`src/hdl/rdse_pkg.sv`:
```
// ----------------------------------------------------------------------------
// rdse_pkg
// Types, register indexes and microcode for the radix digit string encoder.
// ----------------------------------------------------------------------------
package rdse_pkg;

   localparam int DIGIT_BITS = 4;
   localparam int RADIX_BITS = 5;
   localparam int CHAR_BITS  = 8;
   localparam int MAP_BITS   = 64;
   localparam int CSR_IDX_BITS = 2;
   localparam int CHUNK_BITS = 8;

   localparam logic [CHAR_BITS-1:0] MINUS_SIGN = 8'h2D;

   localparam logic [CSR_IDX_BITS-1:0] CSR_RADIX    = 2'd0;
   localparam logic [CSR_IDX_BITS-1:0] CSR_MAP_LOW  = 2'd1;
   localparam logic [CSR_IDX_BITS-1:0] CSR_MAP_HIGH = 2'd2;

   localparam logic [RADIX_BITS-1:0] RADIX_RESET = 5'd10;
   localparam logic [RADIX_BITS-1:0] RADIX_MIN   = 5'd2;

   typedef enum logic [2:0] {
      S_IDLE     = 3'd0,
      S_DIV      = 3'd1,
      S_STORE    = 3'd2,
      S_SIGN     = 3'd3,
      S_SIGN_OUT = 3'd4,
      S_READ     = 3'd5,
      S_EMIT     = 3'd6,
      S_LOOP     = 3'd7
   } step_type;

   typedef enum logic [2:0] {
      OP_NONE  = 3'd0,
      OP_LOAD  = 3'd1,
      OP_DIV   = 3'd2,
      OP_STORE = 3'd3,
      OP_SIGN  = 3'd4,
      OP_READ  = 3'd5,
      OP_DIGIT = 3'd6
   } op_type;

   typedef enum logic [2:0] {
      C_NO_ACCEPT   = 3'd0,
      C_CHUNK_MORE  = 3'd1,
      C_MORE_DIGITS = 3'd2,
      C_NO_SIGN     = 3'd3,
      C_OUT_BUSY    = 3'd4,
      C_COUNT_NZ    = 3'd5
   } cond_type;

   typedef struct packed {
      op_type   op;
      cond_type cond;
      step_type target;
   } ctrl_word_type;

   // Jump to target when cond holds, else fall through to the next step.
   // The last step falls through to step zero.
   function automatic ctrl_word_type ucode(input step_type step);
      ctrl_word_type w;
      unique case (step)
         S_IDLE:     w = '{OP_LOAD,  C_NO_ACCEPT,   S_IDLE};
         S_DIV:      w = '{OP_DIV,   C_CHUNK_MORE,  S_DIV};
         S_STORE:    w = '{OP_STORE, C_MORE_DIGITS, S_DIV};
         S_SIGN:     w = '{OP_NONE,  C_NO_SIGN,     S_READ};
         S_SIGN_OUT: w = '{OP_SIGN,  C_OUT_BUSY,    S_SIGN_OUT};
         S_READ:     w = '{OP_READ,  C_OUT_BUSY,    S_READ};
         S_EMIT:     w = '{OP_DIGIT, C_OUT_BUSY,    S_EMIT};
         S_LOOP:     w = '{OP_NONE,  C_COUNT_NZ,    S_READ};
      endcase
      return w;
   endfunction

   function automatic logic [CHAR_BITS-1:0] symbol_of(
      input logic [MAP_BITS-1:0]   map_low,
      input logic [MAP_BITS-1:0]   map_high,
      input logic [DIGIT_BITS-1:0] digit
   );
      logic [MAP_BITS-1:0] map;
      map = digit[3] ? map_high : map_low;
      return map[{digit[2:0], 3'b000} +: CHAR_BITS];
   endfunction

endpackage

```
`src/hdl/radix_digit_string_encoder.sv`:
```
// ----------------------------------------------------------------------------
// radix_digit_string_encoder
// Writes an unsigned value as characters in a programmable radix, sign first.
// ----------------------------------------------------------------------------
//  channel  handshake          payload
//  req      valid / stall      magnitude, negative
//  rsp      valid / stall      character, last
//  csr      valid / ready      index, data
//
//  One item at a time, driven by an 8-step microcode table. Each digit is
//  found by long division (8 quotient bits per cycle) and stored, and each
//  digit character is read back from the buffer and emitted. The final
//  character may wait in the output register while the next item is taken.
//  rsp stall holds the send steps. Reset is synchronous and needs no
//  clearing pass.
// ----------------------------------------------------------------------------
module radix_digit_string_encoder #(
   parameter int MAX_RADIX  = 16,
   parameter int VALUE_BITS = 32
) (
   input  logic                                clock,
   input  logic                                reset,
   input  logic                                req_valid,
   output logic                                req_stall,
   input  logic [VALUE_BITS-1:0]               req_magnitude,
   input  logic                                req_negative,
   output logic                                rsp_valid,
   input  logic                                rsp_stall,
   output logic [rdse_pkg::CHAR_BITS-1:0]      rsp_character,
   output logic                                rsp_last,
   input  logic                                csr_valid,
   output logic                                csr_ready,
   input  logic [rdse_pkg::CSR_IDX_BITS-1:0]   csr_index,
   input  logic [rdse_pkg::MAP_BITS-1:0]       csr_data
);
   import rdse_pkg::*;

   localparam int CHUNKS  = (VALUE_BITS + CHUNK_BITS - 1) / CHUNK_BITS;
   localparam int WORD_W  = CHUNKS * CHUNK_BITS;
   localparam int CHUNK_W = (CHUNKS > 1) ? $clog2(CHUNKS) : 1;
   localparam int IDX_W   = $clog2(VALUE_BITS);
   localparam int CNT_W   = $clog2(VALUE_BITS + 1);
   localparam logic [CHUNK_W-1:0]    CHUNK_LAST = CHUNK_W'(CHUNKS - 1);
   localparam logic [CNT_W-1:0]      CNT_TOP    = CNT_W'(VALUE_BITS - 1);
   localparam logic [RADIX_BITS-1:0] RADIX_MAX  = RADIX_BITS'(MAX_RADIX);

   step_type                pc_ff, pc_in;
   logic [WORD_W-1:0]       value_ff, value_in;
   logic [DIGIT_BITS-1:0]   rem_ff, rem_in;
   logic [CHUNK_W-1:0]      chunk_ff, chunk_in;
   logic [CNT_W-1:0]        count_ff, count_in;
   logic                    sign_ff, sign_in;
   logic [DIGIT_BITS-1:0]   rd_digit_ff;
   logic                    out_valid_ff, out_valid_in;
   logic [CHAR_BITS-1:0]    out_char_ff, out_char_in;
   logic                    out_last_ff, out_last_in;
   logic [RADIX_BITS-1:0]   radix_ff;
   logic [MAP_BITS-1:0]     map_low_ff, map_high_ff;
   logic [DIGIT_BITS-1:0]   digit_mem [VALUE_BITS];

   ctrl_word_type           ctrl;
   logic                    accept;
   logic                    out_free;
   logic                    cond_hit;
   logic                    mem_we, mem_re;
   logic [CNT_W-1:0]        count_dec;
   logic [RADIX_BITS-1:0]   radix_eff;
   logic [CHUNK_BITS-1:0]   q_bits;
   logic [DIGIT_BITS-1:0]   q_rem;

   assign csr_ready     = 1'b1;
   assign req_stall     = (pc_ff != S_IDLE);
   assign accept        = req_valid && !req_stall;
   assign out_free      = !out_valid_ff || !rsp_stall;
   assign rsp_valid     = out_valid_ff;
   assign rsp_character = out_char_ff;
   assign rsp_last      = out_last_ff;
   assign count_dec     = count_ff - 1'b1;
   assign ctrl          = ucode(pc_ff);

   always_comb begin
      if (radix_ff < RADIX_MIN)
         radix_eff = RADIX_MIN;
      else if (radix_ff > RADIX_MAX)
         radix_eff = RADIX_MAX;
      else
         radix_eff = radix_ff;
   end

   // One long-division chunk: 8 quotient bits, remainder stays below radix.
   always_comb begin
      logic [DIGIT_BITS:0] t;
      logic [DIGIT_BITS-1:0] r;
      logic [CHUNK_BITS-1:0] top;
      r   = rem_ff;
      top = value_ff[WORD_W-1 -: CHUNK_BITS];
      q_bits = '0;
      for (int i = CHUNK_BITS - 1; i >= 0; i--) begin
         t = {r, top[i]};
         if (t >= radix_eff) begin
            q_bits[i] = 1'b1;
            t = t - radix_eff;
         end
         r = t[DIGIT_BITS-1:0];
      end
      q_rem = r;
   end

   // Next step
   always_comb begin
      unique case (ctrl.cond)
         C_NO_ACCEPT:   cond_hit = !accept;
         C_CHUNK_MORE:  cond_hit = (chunk_ff != CHUNK_LAST);
         C_MORE_DIGITS: cond_hit = (value_ff != '0) && (count_ff < CNT_TOP);
         C_NO_SIGN:     cond_hit = !sign_ff;
         C_OUT_BUSY:    cond_hit = !out_free && (ctrl.op != OP_READ);
         C_COUNT_NZ:    cond_hit = (count_ff != '0);
         default:       cond_hit = 1'b0;
      endcase
      pc_in = cond_hit ? ctrl.target : step_type'(pc_ff + 3'd1);
   end

   // Datapath control
   always_comb begin
      value_in     = value_ff;
      rem_in       = rem_ff;
      chunk_in     = chunk_ff;
      count_in     = count_ff;
      sign_in      = sign_ff;
      out_char_in  = out_char_ff;
      out_last_in  = out_last_ff;
      out_valid_in = out_valid_ff && rsp_stall;
      mem_we       = 1'b0;
      mem_re       = 1'b0;
      unique case (ctrl.op)
         OP_NONE: ;
         OP_LOAD: begin
            if (accept) begin
               value_in = WORD_W'(req_magnitude);
               sign_in  = req_negative;
               rem_in   = '0;
               chunk_in = '0;
               count_in = '0;
            end
         end
         OP_DIV: begin
            value_in = (value_ff << CHUNK_BITS) | WORD_W'(q_bits);
            rem_in   = q_rem;
            chunk_in = (chunk_ff == CHUNK_LAST) ? '0 : chunk_ff + 1'b1;
         end
         OP_STORE: begin
            mem_we   = 1'b1;
            count_in = count_ff + 1'b1;
            rem_in   = '0;
         end
         OP_SIGN: begin
            if (out_free) begin
               out_valid_in = 1'b1;
               out_char_in  = MINUS_SIGN;
               out_last_in  = 1'b0;
               sign_in      = 1'b0;
            end
         end
         OP_READ: begin
            mem_re   = 1'b1;
            count_in = count_dec;
         end
         OP_DIGIT: begin
            if (out_free) begin
               out_valid_in = 1'b1;
               out_char_in  = symbol_of(map_low_ff, map_high_ff, rd_digit_ff);
               out_last_in  = (count_ff == '0);
            end
         end
         default: ;
      endcase
   end

   always_ff @(posedge clock) begin
      if (reset) begin
         pc_ff        <= S_IDLE;
         out_valid_ff <= 1'b0;
         count_ff     <= '0;
         sign_ff      <= 1'b0;
         chunk_ff     <= '0;
         rem_ff       <= '0;
         value_ff     <= '0;
      end else begin
         pc_ff        <= pc_in;
         out_valid_ff <= out_valid_in;
         count_ff     <= count_in;
         sign_ff      <= sign_in;
         chunk_ff     <= chunk_in;
         rem_ff       <= rem_in;
         value_ff     <= value_in;
      end
      out_char_ff <= out_char_in;
      out_last_ff <= out_last_in;
   end

   always_ff @(posedge clock) begin
      if (reset) begin
         radix_ff    <= RADIX_RESET;
         map_low_ff  <= '0;
         map_high_ff <= '0;
      end else if (csr_valid && csr_ready) begin
         unique case (csr_index)
            CSR_RADIX:    radix_ff    <= csr_data[RADIX_BITS-1:0];
            CSR_MAP_LOW:  map_low_ff  <= csr_data;
            CSR_MAP_HIGH: map_high_ff <= csr_data;
            default: ;
         endcase
      end
   end

   // digit buffer
   always_ff @(posedge clock) begin
      if (mem_we)
         digit_mem[count_ff[IDX_W-1:0]] <= rem_ff;
      if (mem_re)
         rd_digit_ff <= digit_mem[count_dec[IDX_W-1:0]];
   end

   a_count_range: assert property (@(posedge clock) disable iff (reset)
      count_ff <= CNT_W'(VALUE_BITS))
      else $error("digit count beyond buffer depth");

   a_rem_below_radix: assert property (@(posedge clock) disable iff (reset)
      {1'b0, rem_ff} < radix_eff)
      else $error("remainder not below radix");

   a_read_nonempty: assert property (@(posedge clock) disable iff (reset)
      (pc_ff == S_READ) |-> (count_ff != '0))
      else $error("buffer read with no digit left");

   a_accept_divides: assert property (@(posedge clock) disable iff (reset)
      accept |=> (pc_ff == S_DIV) && (chunk_ff == '0))
      else $error("accepted item did not start division");

   a_store_room: assert property (@(posedge clock) disable iff (reset)
      (pc_ff == S_STORE) |-> (count_ff < CNT_W'(VALUE_BITS)))
      else $error("digit store past buffer end");

endmodule
```
`config.mk`:
```
export PLATFORM = sky130hd
export DESIGN_NAME = radix_digit_string_encoder
export DESIGN_NICKNAME = d
export VERILOG_FILES = /design/src/hdl/rdse_pkg.sv /design/src/hdl/radix_digit_string_encoder.sv
export SDC_FILE = /design/constraint.sdc
export NUM_CORES = 1
export LEC_CHECK = 0
export BUFFER_PORTS_ARGS = -buffer_cell sky130_fd_sc_hd__clkbuf_2
export CAP_MARGIN = 40
export CORE_MARGIN = 2
export CORE_UTILIZATION = 40
export DETAILED_ROUTE_END_ITERATION = 8
export SLEW_MARGIN = 20
export SYNTH_ARGS = -nofsm -noshare
export SYNTH_HDL_FRONTEND = slang
export SYNTH_SLANG_ARGS = --single-unit
```
`constraint.sdc`:
```
create_clock -name clock -period 29.3 [get_ports clock]
set_input_delay 1.465 -clock clock [delete_from_list [all_inputs] [get_ports clock]]
set_output_delay 1.465 -clock clock [all_outputs]
set_load 0.02 [all_outputs]
```
==> results of run 1 <==
-- registers in the layout (all words and copies together), names as in the netlist --
| name | cells |
|---|---|
| rem_ff | 4 |
| rsp_character | 8 |
| count_ff | 6 |
| map_high_ff | 64 |
| value_ff | 32 |
| radix_ff | 5 |
| sign_ff | 1 |
| rsp_last | 1 |
| pc_ff | 3 |
| map_low_ff | 64 |
| chunk_ff | 2 |
| rsp_valid | 1 |
| rd_digit_ff | 4 |
| digit_mem | 128 |
| ctrl | 9 |
-- synth_stat cells, drive strengths merged, types with 3 or more instances --
cell | number | area (µm²)
a2111oi | 7 | 61.31
a211o | 4 | 35.03
a21o | 17 | 127.6
a21oi | 193 | 977.2
a221oi | 3 | 26.28
a22o | 3 | 26.28
a22oi | 26 | 195.2
a31o | 3 | 26.28
a31oi | 9 | 71.32
and3 | 6 | 37.54
and3b | 4 | 35.03
buf | 20 | 86.34
clkbuf | 65 | 244.0
dfxtp | 191 | 3824
edfxtp | 141 | 4234
fa | 8 | 160.2
ha | 52 | 650.6
inv | 36 | 135.1
mux2 | 18 | 206.4
mux2i | 10 | 112.6
mux4 | 80 | 1802
nand2 | 314 | 1179
nand2b | 11 | 68.82
nand3 | 6 | 30.03
nand3b | 8 | 60.06
nand4 | 6 | 37.54
nor2 | 73 | 274.0
nor2b | 18 | 112.6
nor3 | 11 | 55.05
nor3b | 3 | 27.52
nor4 | 9 | 56.30
o211ai | 3 | 22.52
o21ai | 16 | 80.07
o31ai | 4 | 30.03
or2 | 6 | 37.53
or3 | 3 | 18.77
or3b | 3 | 28.78
xnor2 | 15 | 131.4
xor2 | 6 | 52.55
-- worst paths after layout --
kind | to | slack [ps] | cells past startpoint
worst min register to register | map_low_ff[21] | 450 | 2
worst min-delay path | map_low_ff[21] | 450 | 2
worst max register to register | rem_ff[1] | 17200 | 45
worst max-delay path | rem_ff[1] | 17200 | 45
-- logic make-up (layout without fill, tap and decap cells) --
kind of cell | count (synthesis) | count (layout) | synth area share
xor+xnor | 21 | 21 | 0.01182
fa+ha+maj | 60 | 60 | 0.05208
buf+inv | 121 | 236 | 0.02990
other cells | 1 | 2 | 0.0002409
flops | 332 | 332 | 0.5176
simple gates | 488 | 488 | 0.1358
compound gates | 302 | 302 | 0.1164
mux | 108 | 108 | 0.1362
-- cell usage in the layout (no fill, tap or decap), types with 15 or more instances in the layout --
cell,synthesis,routed
clkbuf_2,0,113
inv_1,35,35
edfxtp_1,141,141
mux4_2,80,80
nand2_1,314,314
nor2b_1,18,18
nor2_1,73,72
mux2_2,17,17
ha_1,52,51
a22oi_1,26,26
xnor2_1,15,15
a21oi_1,192,192
clkbuf_16,0,38
dfxtp_1,191,190
a21o_1,17,17
-- metal layers --
metal  GRT usage  vias up
met2      0.3055      291
met4     0.04858        0
met3     0.03175       64
met1      0.2658     5417
met5           0        -
li1            -     5356
-- power groups by stage --
stage / Combinational, mW / Clock, mW / Sequential, mW
floorplan: 1.14 / 0 / 0.532
global placement: 1.35 / 0 / 0.541
detailed placement: 1.39 / 0 / 0.541
CTS: 1.40 / 0.452 / 0.531
global route: 1.58 / 0.471 / 0.535
finish: 1.41 / 0.443 / 0.531
-- final cells by class --
| cell class | count | area (µm²) | area share |
|---|---|---|---|
| sequential | 332 | 8059 | 0.4517 |
| multi-input combinational | 980 | 7052 | 0.3952 |
| clock buffer | 53 | 1097 | 0.06150 |
| timing repair buffer | 135 | 773.2 | 0.04334 |
| tap | 518 | 648.1 | 0.03633 |
| inverter | 36 | 135.1 | 0.007574 |
| clock inverter | 12 | 75.07 | 0.004208 |
| antenna | 1 | 2.502 | 0.0001403 |
-- metrics by stage --
| stage | instances | util | hold slack (ps) |
|---|---|---|---|
| 2_1_floorplan | 1433 | - | 433.1 |
| 3_3_place_gp | 1994 | 0.4299 | 438.8 |
| 3_5_place_dp | 2000 | 0.4318 | 446.0 |
| 4_1_cts | 2065 | 0.4622 | 454.3 |
| 5_1_grt | 2066 | 0.4627 | 465.2 |
| 6_report | 2067 | 0.4627 | 451.8 |
-- worst max-delay path, delay by kind of cell (launching register included) --
kind	cells	cell delay, ps
AND/OR/NAND/NOR	9	1980
flip-flops	1	300
multiplexers	3	960
buffers and inverters	1	340
adder cells (fa/ha/maj)	8	2830
AO/OA/AOI/OAI	24	5550
==> reports/qor.txt, run 1 <==
Outcome - complete, no violations
CP endpoint kind - flip-flop
Largest net degree at the start of global routing - 107
Max cap viols - 0
Crit path time final - 12100 ps
Hold Path Origin - map_low_ff[21]
Clk_lat worst skew - 520 ps
Layout cells sized above 1 - 0.1990
P_leak - 6.424 nW
Slowest stage delay, CP - 530 ps
Nets@finish - 1686
Setup tns final - 0 ps
WL met1 - 17400 µm
Startpoint types - flip-flop
Core area - 38560 µm²
Final Hold Viols - 0
Htree depth - 2
Sequential Power Share - 0.223
Syn nets - 1597
Initial antenna violation count - 0
Die W - 201.3 µm
Combinational power share - 0.591
HP Class - reg2reg
Max Root-Sink Buffers - 3
Final instance area - 17840 µm²
Vias/cell - 5.384
Remaining global-route overflow - 0
Total Die Area - 40510 µm²
Top cell by count, worst path - ha_1
Worst setup path startpoint - radix_ff[4]
Register area share after synthesis - 0.5176
Slowest CP cell - nor3_1
Total power - 2.382 mW
Synthesized area - 15570 µm²
Final WL - 38410 µm
Setup-failing EPs final - 0
Yosys cell types - 67
Clock Pin Slew Worst Setup and Hold Paths - 70 ps
Hold_buf cts - 0
Routed wl met2 - 18110 µm
# fillers - 3632
Initial core utilization - 0.4038
Internal power - 1.417 mW
Net switching power figure - 0.9652 mW
First DRT Iteration DRCs - 818
Row cnt - 72
Synth-to-layout area growth - 14.61%
Number of buffers created by CTS - 37
Total GRT Usage - 0.1892
Switch share - 0.4052
Slew Viols, Final - 0
I/O pin cnt - 116
Clock power share - 0.186
Tcrit/Tclk final - 0.4131
Required time of the worst setup path - 29700 ps
Placed cell areas - 16650 µm²
Ys flop type - dfxtp_1
Max Fanout on Critical Path - 13
Wire per inst - 18.58 µm
Crit path kind - reg2reg
Final WS setup - 17200 ps
Uppermost layer routed - met4
Cts repair resizes - 0
CTS tree - yes
YS warnings - 0
Post-Syn Instances - 1433
Detailed Routing Iterations Pass 1 - 5
Met3 WL - 2132 µm
Mean Syn Cell Area - 10.86 µm²
Worst Path Arrival - 12500 ps
Drc violations - 0
PortBufs - 114
Post-CTS Repair Setup Buffers - 0
Pre-CTS setup slack - 17260 ps
Gpl congestion - 0.8382
Die extent in y - 201.3 µm
Final ANT Viol Nets - 0
Slew @ Worst Pin - 801.8 ps
Global-route wire length before repair - 61270 µm
Number of global-route vias before repair - 10880
Reg2reg start - radix_ff[4]
Clock skew - 15.62 ps
Slew HR - 0.4654
Final HPWL DP - 25910 µm
Sink Count - 332
Max Clk Rate - 82.62 MHz
RSZ-0062 raised after global routing - false
Via Count - 11130
Asr flop ratio synth - 0
Power Density - 133.5 nW/µm²
VDD IR max - 325.3 µV
Post-synth EDFFs - 141
Root Buffer - clkbuf_16
Post-synthesis register bit count - 332
Note: power is estimated with default switching activity, not from simulation.
==> inputs of run 2 (changes only) <==
- clock period: 29.3 -> 10.05 ns (I/O delays scaled with it)
==> reports/qor.txt, run 2 (synthesis gave the netlist of run 1 again) <==
Outcome - complete, no violations (unchanged)
Max cap viols - 0 (unchanged)
Largest net degree at the start of global routing - 110 (was 107)
Max Clk Rate - 102.9 MHz (was 82.62 MHz)
Detailed Routing Iterations Pass 1 - 7 (was 5)
WL met1 - 17520 µm (was 17400 µm)
CP endpoint kind - flip-flop (unchanged)
Clock Pin Slew Worst Setup and Hold Paths - 60 ps (was 70 ps)
Setup-failing EPs final - 0 (unchanged)
Vias/cell - 5.397 (was 5.384)
Final ANT Viol Nets - 0 (unchanged)
HP Class - in2reg (was reg2reg)
Reg2reg start - radix_ff[1] (was radix_ff[4])
Reg area - 8060 µm² (was 8059 µm²)
Remaining global-route overflow - 0 (unchanged)
Worst Path Arrival - 10110 ps (was 12500 ps)
Final WL - 39820 µm (was 38410 µm)
Row cnt - 72 (unchanged)
Synth-to-layout area growth - 19.55% (was 14.61%)
Via Count - 11430 (was 11130)
Crit path kind - reg2reg (unchanged)
Slew HR - 0.4477 (was 0.4654)
ANT cells - 0 (was 1)
Tcrit/Tclk final - 0.9667 (was 0.4131)
Die W - 201.3 µm (unchanged)
I/O pin cnt - 116 (unchanged)
Uppermost layer routed - met4 (unchanged)
Crit path time final - 9715 ps (was 12100 ps)
Drc violations - 0 (unchanged)
Multi-input gate area - 7320 µm² (was 7052 µm²)
Slew @ Worst Pin - 828.4 ps (was 801.8 ps)
First DRT Iteration DRCs - 912 (was 818)
Reg-to-reg slack, setup - 340 ps (was 17200 ps)
Hold Path Cell Cnt - 2 (unchanged)
Htree depth - 2 (unchanged)
Clk_lat worst skew - 510 ps (was 520 ps)
Startpoint types - flip-flop (unchanged)
Number of global-route vias before repair - 11300 (was 10880)
Layout cells sized above 1 - 0.2494 (was 0.1990)
Slew Viols, Final - 0 (unchanged)
Pre-CTS setup slack - -333.7 ps (was 17260 ps)
Core area - 38560 µm² (unchanged)
Slowest CP cell - fa_1 (was nor3_1)
R2r endpoint - rem_ff[3] (was rem_ff[1])
Max Fanout on Critical Path - 6 (was 13)
# fillers - 3536 (was 3632)
Clock skew - 19.53 ps (was 15.62 ps)
Most common cell after layout, fill and taps aside - nand2_1 (unchanged)
Final HPWL DP - 26650 µm (was 25910 µm)
Die extent in y - 201.3 µm (unchanged)
Final Hold Viols - 0 (unchanged)
Nets@finish - 1737 (was 1686)
Total Die Area - 40510 µm² (unchanged)
Hold Path Origin - reset (was map_low_ff[21])
Max Root-Sink Buffers - 3 (unchanged)
Gpl congestion - 0.8845 (was 0.8382)
Max FFs per register - 128 (unchanged)
Total GRT Usage - 0.1928 (was 0.1892)
Required time of the worst setup path - 10450 ps (was 29700 ps)
Wire per inst - 18.80 µm (was 18.58 µm)
Initial core utilization - 0.4038 (unchanged)
Number of buffers created by CTS - 36 (was 37)
Fin Hold WS - 192.2 ps (was 451.8 ps)
Global-route wire length before repair - 62220 µm (was 61270 µm)
Sink Count - 332 (unchanged)
Met3 WL - 2098 µm (was 2132 µm)
Final WS setup - 335.1 ps (was 17200 ps)
Initial antenna violation count - 0 (unchanged)
Slowest stage delay, CP - 520 ps (was 530 ps)
Routed wl met2 - 19140 µm (was 18110 µm)
Most frequent cells in the layout - nand2_1, dfxtp_1, a21oi_1 (was nand2_1, a21oi_1, dfxtp_1)
Worst r2r path cells - 49 (was 45)
CTS tree - yes (unchanged)
Root Buffer - clkbuf_16 (unchanged)
PortBufs - 114 (unchanged)
Min-Delay Endpoint - rsp_valid (was map_low_ff[21])
## run 2: changes by cell type in the layout (fill, tap and decap cells not counted), sizes merged
cell | before | now
buf | 22 | 74
bufinv | 0 | 5
clkbuf | 166 | 164
diode | 1 | 0
inv | 37 | 36
clkinvlp | 1 | 0
clkinv | 10 | 9
## run 2: through the flow
| step | std cells | instance area [µm²] | util | TNS (ps) |
|---|---|---|---|---|
| 6_report | 2118 | 18610 | 0.4827 | 0 |
| 3_3_place_gp | 2037 | 16930 | 0.4391 | -7.610 |
| 5_1_grt | 2118 | 18610 | 0.4827 | -242.5 |
| 3_5_place_dp | 2041 | 16990 | 0.4405 | -1436 |
| 4_1_cts | 2107 | 18310 | 0.4749 | 0 |
| 2_1_floorplan | 1433 | 15600 | - | 0 |
## run 2: cell type report
cell class / instances / share of cell area
clock buffers: 51 / 0.05748
clock inverters: 14 / 0.01096
inverters: 36 / 0.007261
multi-input cells: 980 / 0.3933
flip-flops and latches: 332 / 0.4331
well taps: 518 / 0.03483
repair buffers: 187 / 0.06306
## run 2: worst max path at each step
stage                           start        end  slack, ps  depth (start not counted)
after detailed placement  radix_ff[1]  rem_ff[0]       -330                         47
after CTS                 radix_ff[1]  rem_ff[3]         10                         46
after global placement    radix_ff[1]  rem_ff[3]         -8                         45
final                     radix_ff[1]  rem_ff[3]        340                         49
after floorplan           radix_ff[1]  rem_ff[3]          9                         45
after global routing      radix_ff[2]  rem_ff[3]       -100                         51
## run 2: routing by layer
layer	vias up	global-route usage
li1	5450	-
met1	5596	0.2622
met2	315	0.3186
met3	70	0.03223
met4	0	0.05541
met5	-	0
## run 2: timing repair
action                     in CTS  in global routing
buffers inserted                1                 10
gates resized for setup        12                 37
hold buffers                    0                  0
pin swaps                       2                 17
setup endpoints to repair       5                  5
## run 2: critical path, delay by kind of cell (launching register included)
| family | cells | cell delay [ps] |
|---|---|---|
| buffers and inverters | 7 | 860 |
| and+or+nand+nor | 9 | 1020 |
| AOI/OAI and AO/OA | 21 | 3980 |
| adders and majority gates | 8 | 2420 |
| DFF | 1 | 310 |
| xor gates and xnor gates | 1 | 100 |
| muxes | 3 | 920 |
Power of run 2 is left out: the tool's default activity adds up to more than one toggle a clock period on the data nets, which glitch-free logic cannot reach.
==> inputs of run 3 (changes only) <==
- CORE_UTILIZATION: 40 -> 30
==> reports/qor.txt, run 3 (synthesis gave the netlist of run 1 again) <==
Outcome - complete, no violations (unchanged)
Non-Filler Instances - 2282 (was 2118)
Total GRT Usage - 0.1478 (was 0.1928)
Total Die Area - 53730 µm² (was 40510 µm²)
Sink Count - 332 (unchanged)
Final WL - 40690 µm (was 39820 µm)
Slowest CP cell - o311a_4 (was fa_1)
Tcrit/Tclk final - 0.9629 (was 0.9667)
First DRT Iteration DRCs - 918 (was 912)
Drc violations - 0 (unchanged)
Crit path buf inv count - 6 (was 7)
Required time of the worst setup path - 10460 ps (was 10450 ps)
Max Fanout on Critical Path - 6 (unchanged)
Clock Pin Slew Worst Setup and Hold Paths - 60 ps (about the same)
I/O pin cnt - 116 (unchanged)
Remaining global-route overflow - 0 (unchanged)
Die extent in y - 231.8 µm (was 201.3 µm)
Startpoint types - flip-flop (unchanged)
CTS tree - yes (unchanged)
Slew Viols, Final - 0 (unchanged)
Number of global-route vias before repair - 11240 (was 11300)
Die W - 231.8 µm (was 201.3 µm)
Final instance area - 18770 µm² (was 18610 µm²)
Initial antenna violation count - 3 (was 0)
Max cap viols - 0 (unchanged)
Crit path time final - 9677 ps (was 9715 ps)
Global-route wire length before repair - 63110 µm (was 62220 µm)
Final HPWL DP - 27440 µm (was 26650 µm)
Row cnt - 83 (was 72)
Wire per inst - 17.83 µm (was 18.80 µm)
Top Family by Delay on Critical Path - compound AO/OA/AOI/OAI gates (unchanged)
Clk_lat worst skew - 530 ps (was 510 ps)
Placed cell areas - 17240 µm² (was 16990 µm²)
Slowest stage delay, CP - 380 ps (was 520 ps)
Util after Layout - 0.3659 (was 0.4827)
Via Count - 11490 (was 11430)
Largest net degree at the start of global routing - 76 (was 110)
Max Root-Sink Buffers - 3 (unchanged)
Fin Hold WS - 223.5 ps (was 192.2 ps)
Worst Path Arrival - 10090 ps (was 10110 ps)
Slew @ Worst Pin - 784.5 ps (was 828.4 ps)
Clock skew - 27.32 ps (was 19.53 ps)
Slew HR - 0.4770 (was 0.4477)
PortBufs - 114 (unchanged)
Initial core utilization - 0.3034 (was 0.4038)
Core area - 51300 µm² (was 38560 µm²)
Number of buffers created by CTS - 36 (unchanged)
Final Hold Viols - 0 (unchanged)
Placed cell count - 2209 (was 2041)
Htree depth - 2 (unchanged)
Most common cell after layout, fill and taps aside - nand2_1 (unchanged)
Max FFs per register - 128 (unchanged)
HP Class - in2reg (unchanged)
Setup-failing EPs final - 0 (unchanged)
Gpl congestion - 0.8498 (was 0.8845)
Synth-to-layout area growth - 20.57% (was 19.55%)
Root Buffer - clkbuf_16 (unchanged)
Nets@finish - 1740 (was 1737)
Top cell by count, worst path - ha_1
ANT cells - 0 (unchanged)
Crit path kind - reg2reg (unchanged)
Vias/cell - 5.036 (was 5.397)
CP endpoint kind - flip-flop (unchanged)
Max Clk Rate - 103.3 MHz (was 102.9 MHz)
Hold_buf cts - 0 (unchanged)
Detailed Routing Iterations Pass 1 - 5 (was 7)
Layout cells sized above 1 - 0.2503 (was 0.2494)
Most frequent cells in the layout - nand2_1, dfxtp_1, a21oi_1 (unchanged)
Final ANT Viol Nets - 0 (unchanged)
## run 3: final timing paths
| path | cells after the start | from | slack [ps] | endpoint |
|---|---|---|---|---|
| worst max-delay path | 48 | radix_ff[1] | 370 | rem_ff[3] |
| worst min-delay path | 3 | csr_data[27] | 220 | map_low_ff[27] |
| worst max register to register | 48 | radix_ff[1] | 370 | rem_ff[3] |
| worst min register to register | 2 | map_high_ff[17] | 450 | map_high_ff[17] |
## run 3: metal layers
layer / vias up / track usage / share of wire
li1: 5469 / - / -
met1: 5654 / 0.2088 / 0.45
met2: 304 / 0.2324 / 0.47
met3: 59 / 0.02726 / 0.058
met4: 6 / 0.03866 / 0.021
met5: - / 0 / 0.0011
## run 3: worst register-to-register path, delay by kind of cell (launching register included)
family / cells / cell delay [ps]
buf+inv: 6 / 720
mux: 4 / 1260
simple gates: 7 / 770
compound gates: 22 / 4180
fa+ha+maj: 8 / 2270
flops: 1 / 320
xor+xnor: 1 / 70
## run 3: metrics by stage
step	setup WS, ps	TNS [ps]
final	372.7	0
after global routing	-105.7	-391.8
after CTS	18.08	0
after detailed placement	-415.9	-1794
after global placement	-71.10	-191.0
after floorplan	8.982	0
## run 3: layout make-up
class,count,area (µm²)
clock inverters,18,180.2
clock buffers,46,958.4
multi-input cells,980,7408
flip-flops and latches,332,8060
fillers,5120,32530
inverters,36,135.1
repair buffers,190,1176
well taps,680,850.8
## run 3: timing repair
action | in CTS | in global routing
resized for setup | 12 | 43
setup buffers | 3 | 6
pin swaps | 3 | 17
setup endpoints to repair | 5 | 5
cloned | 0 | 0
Power of run 3 is left out for the same reason.
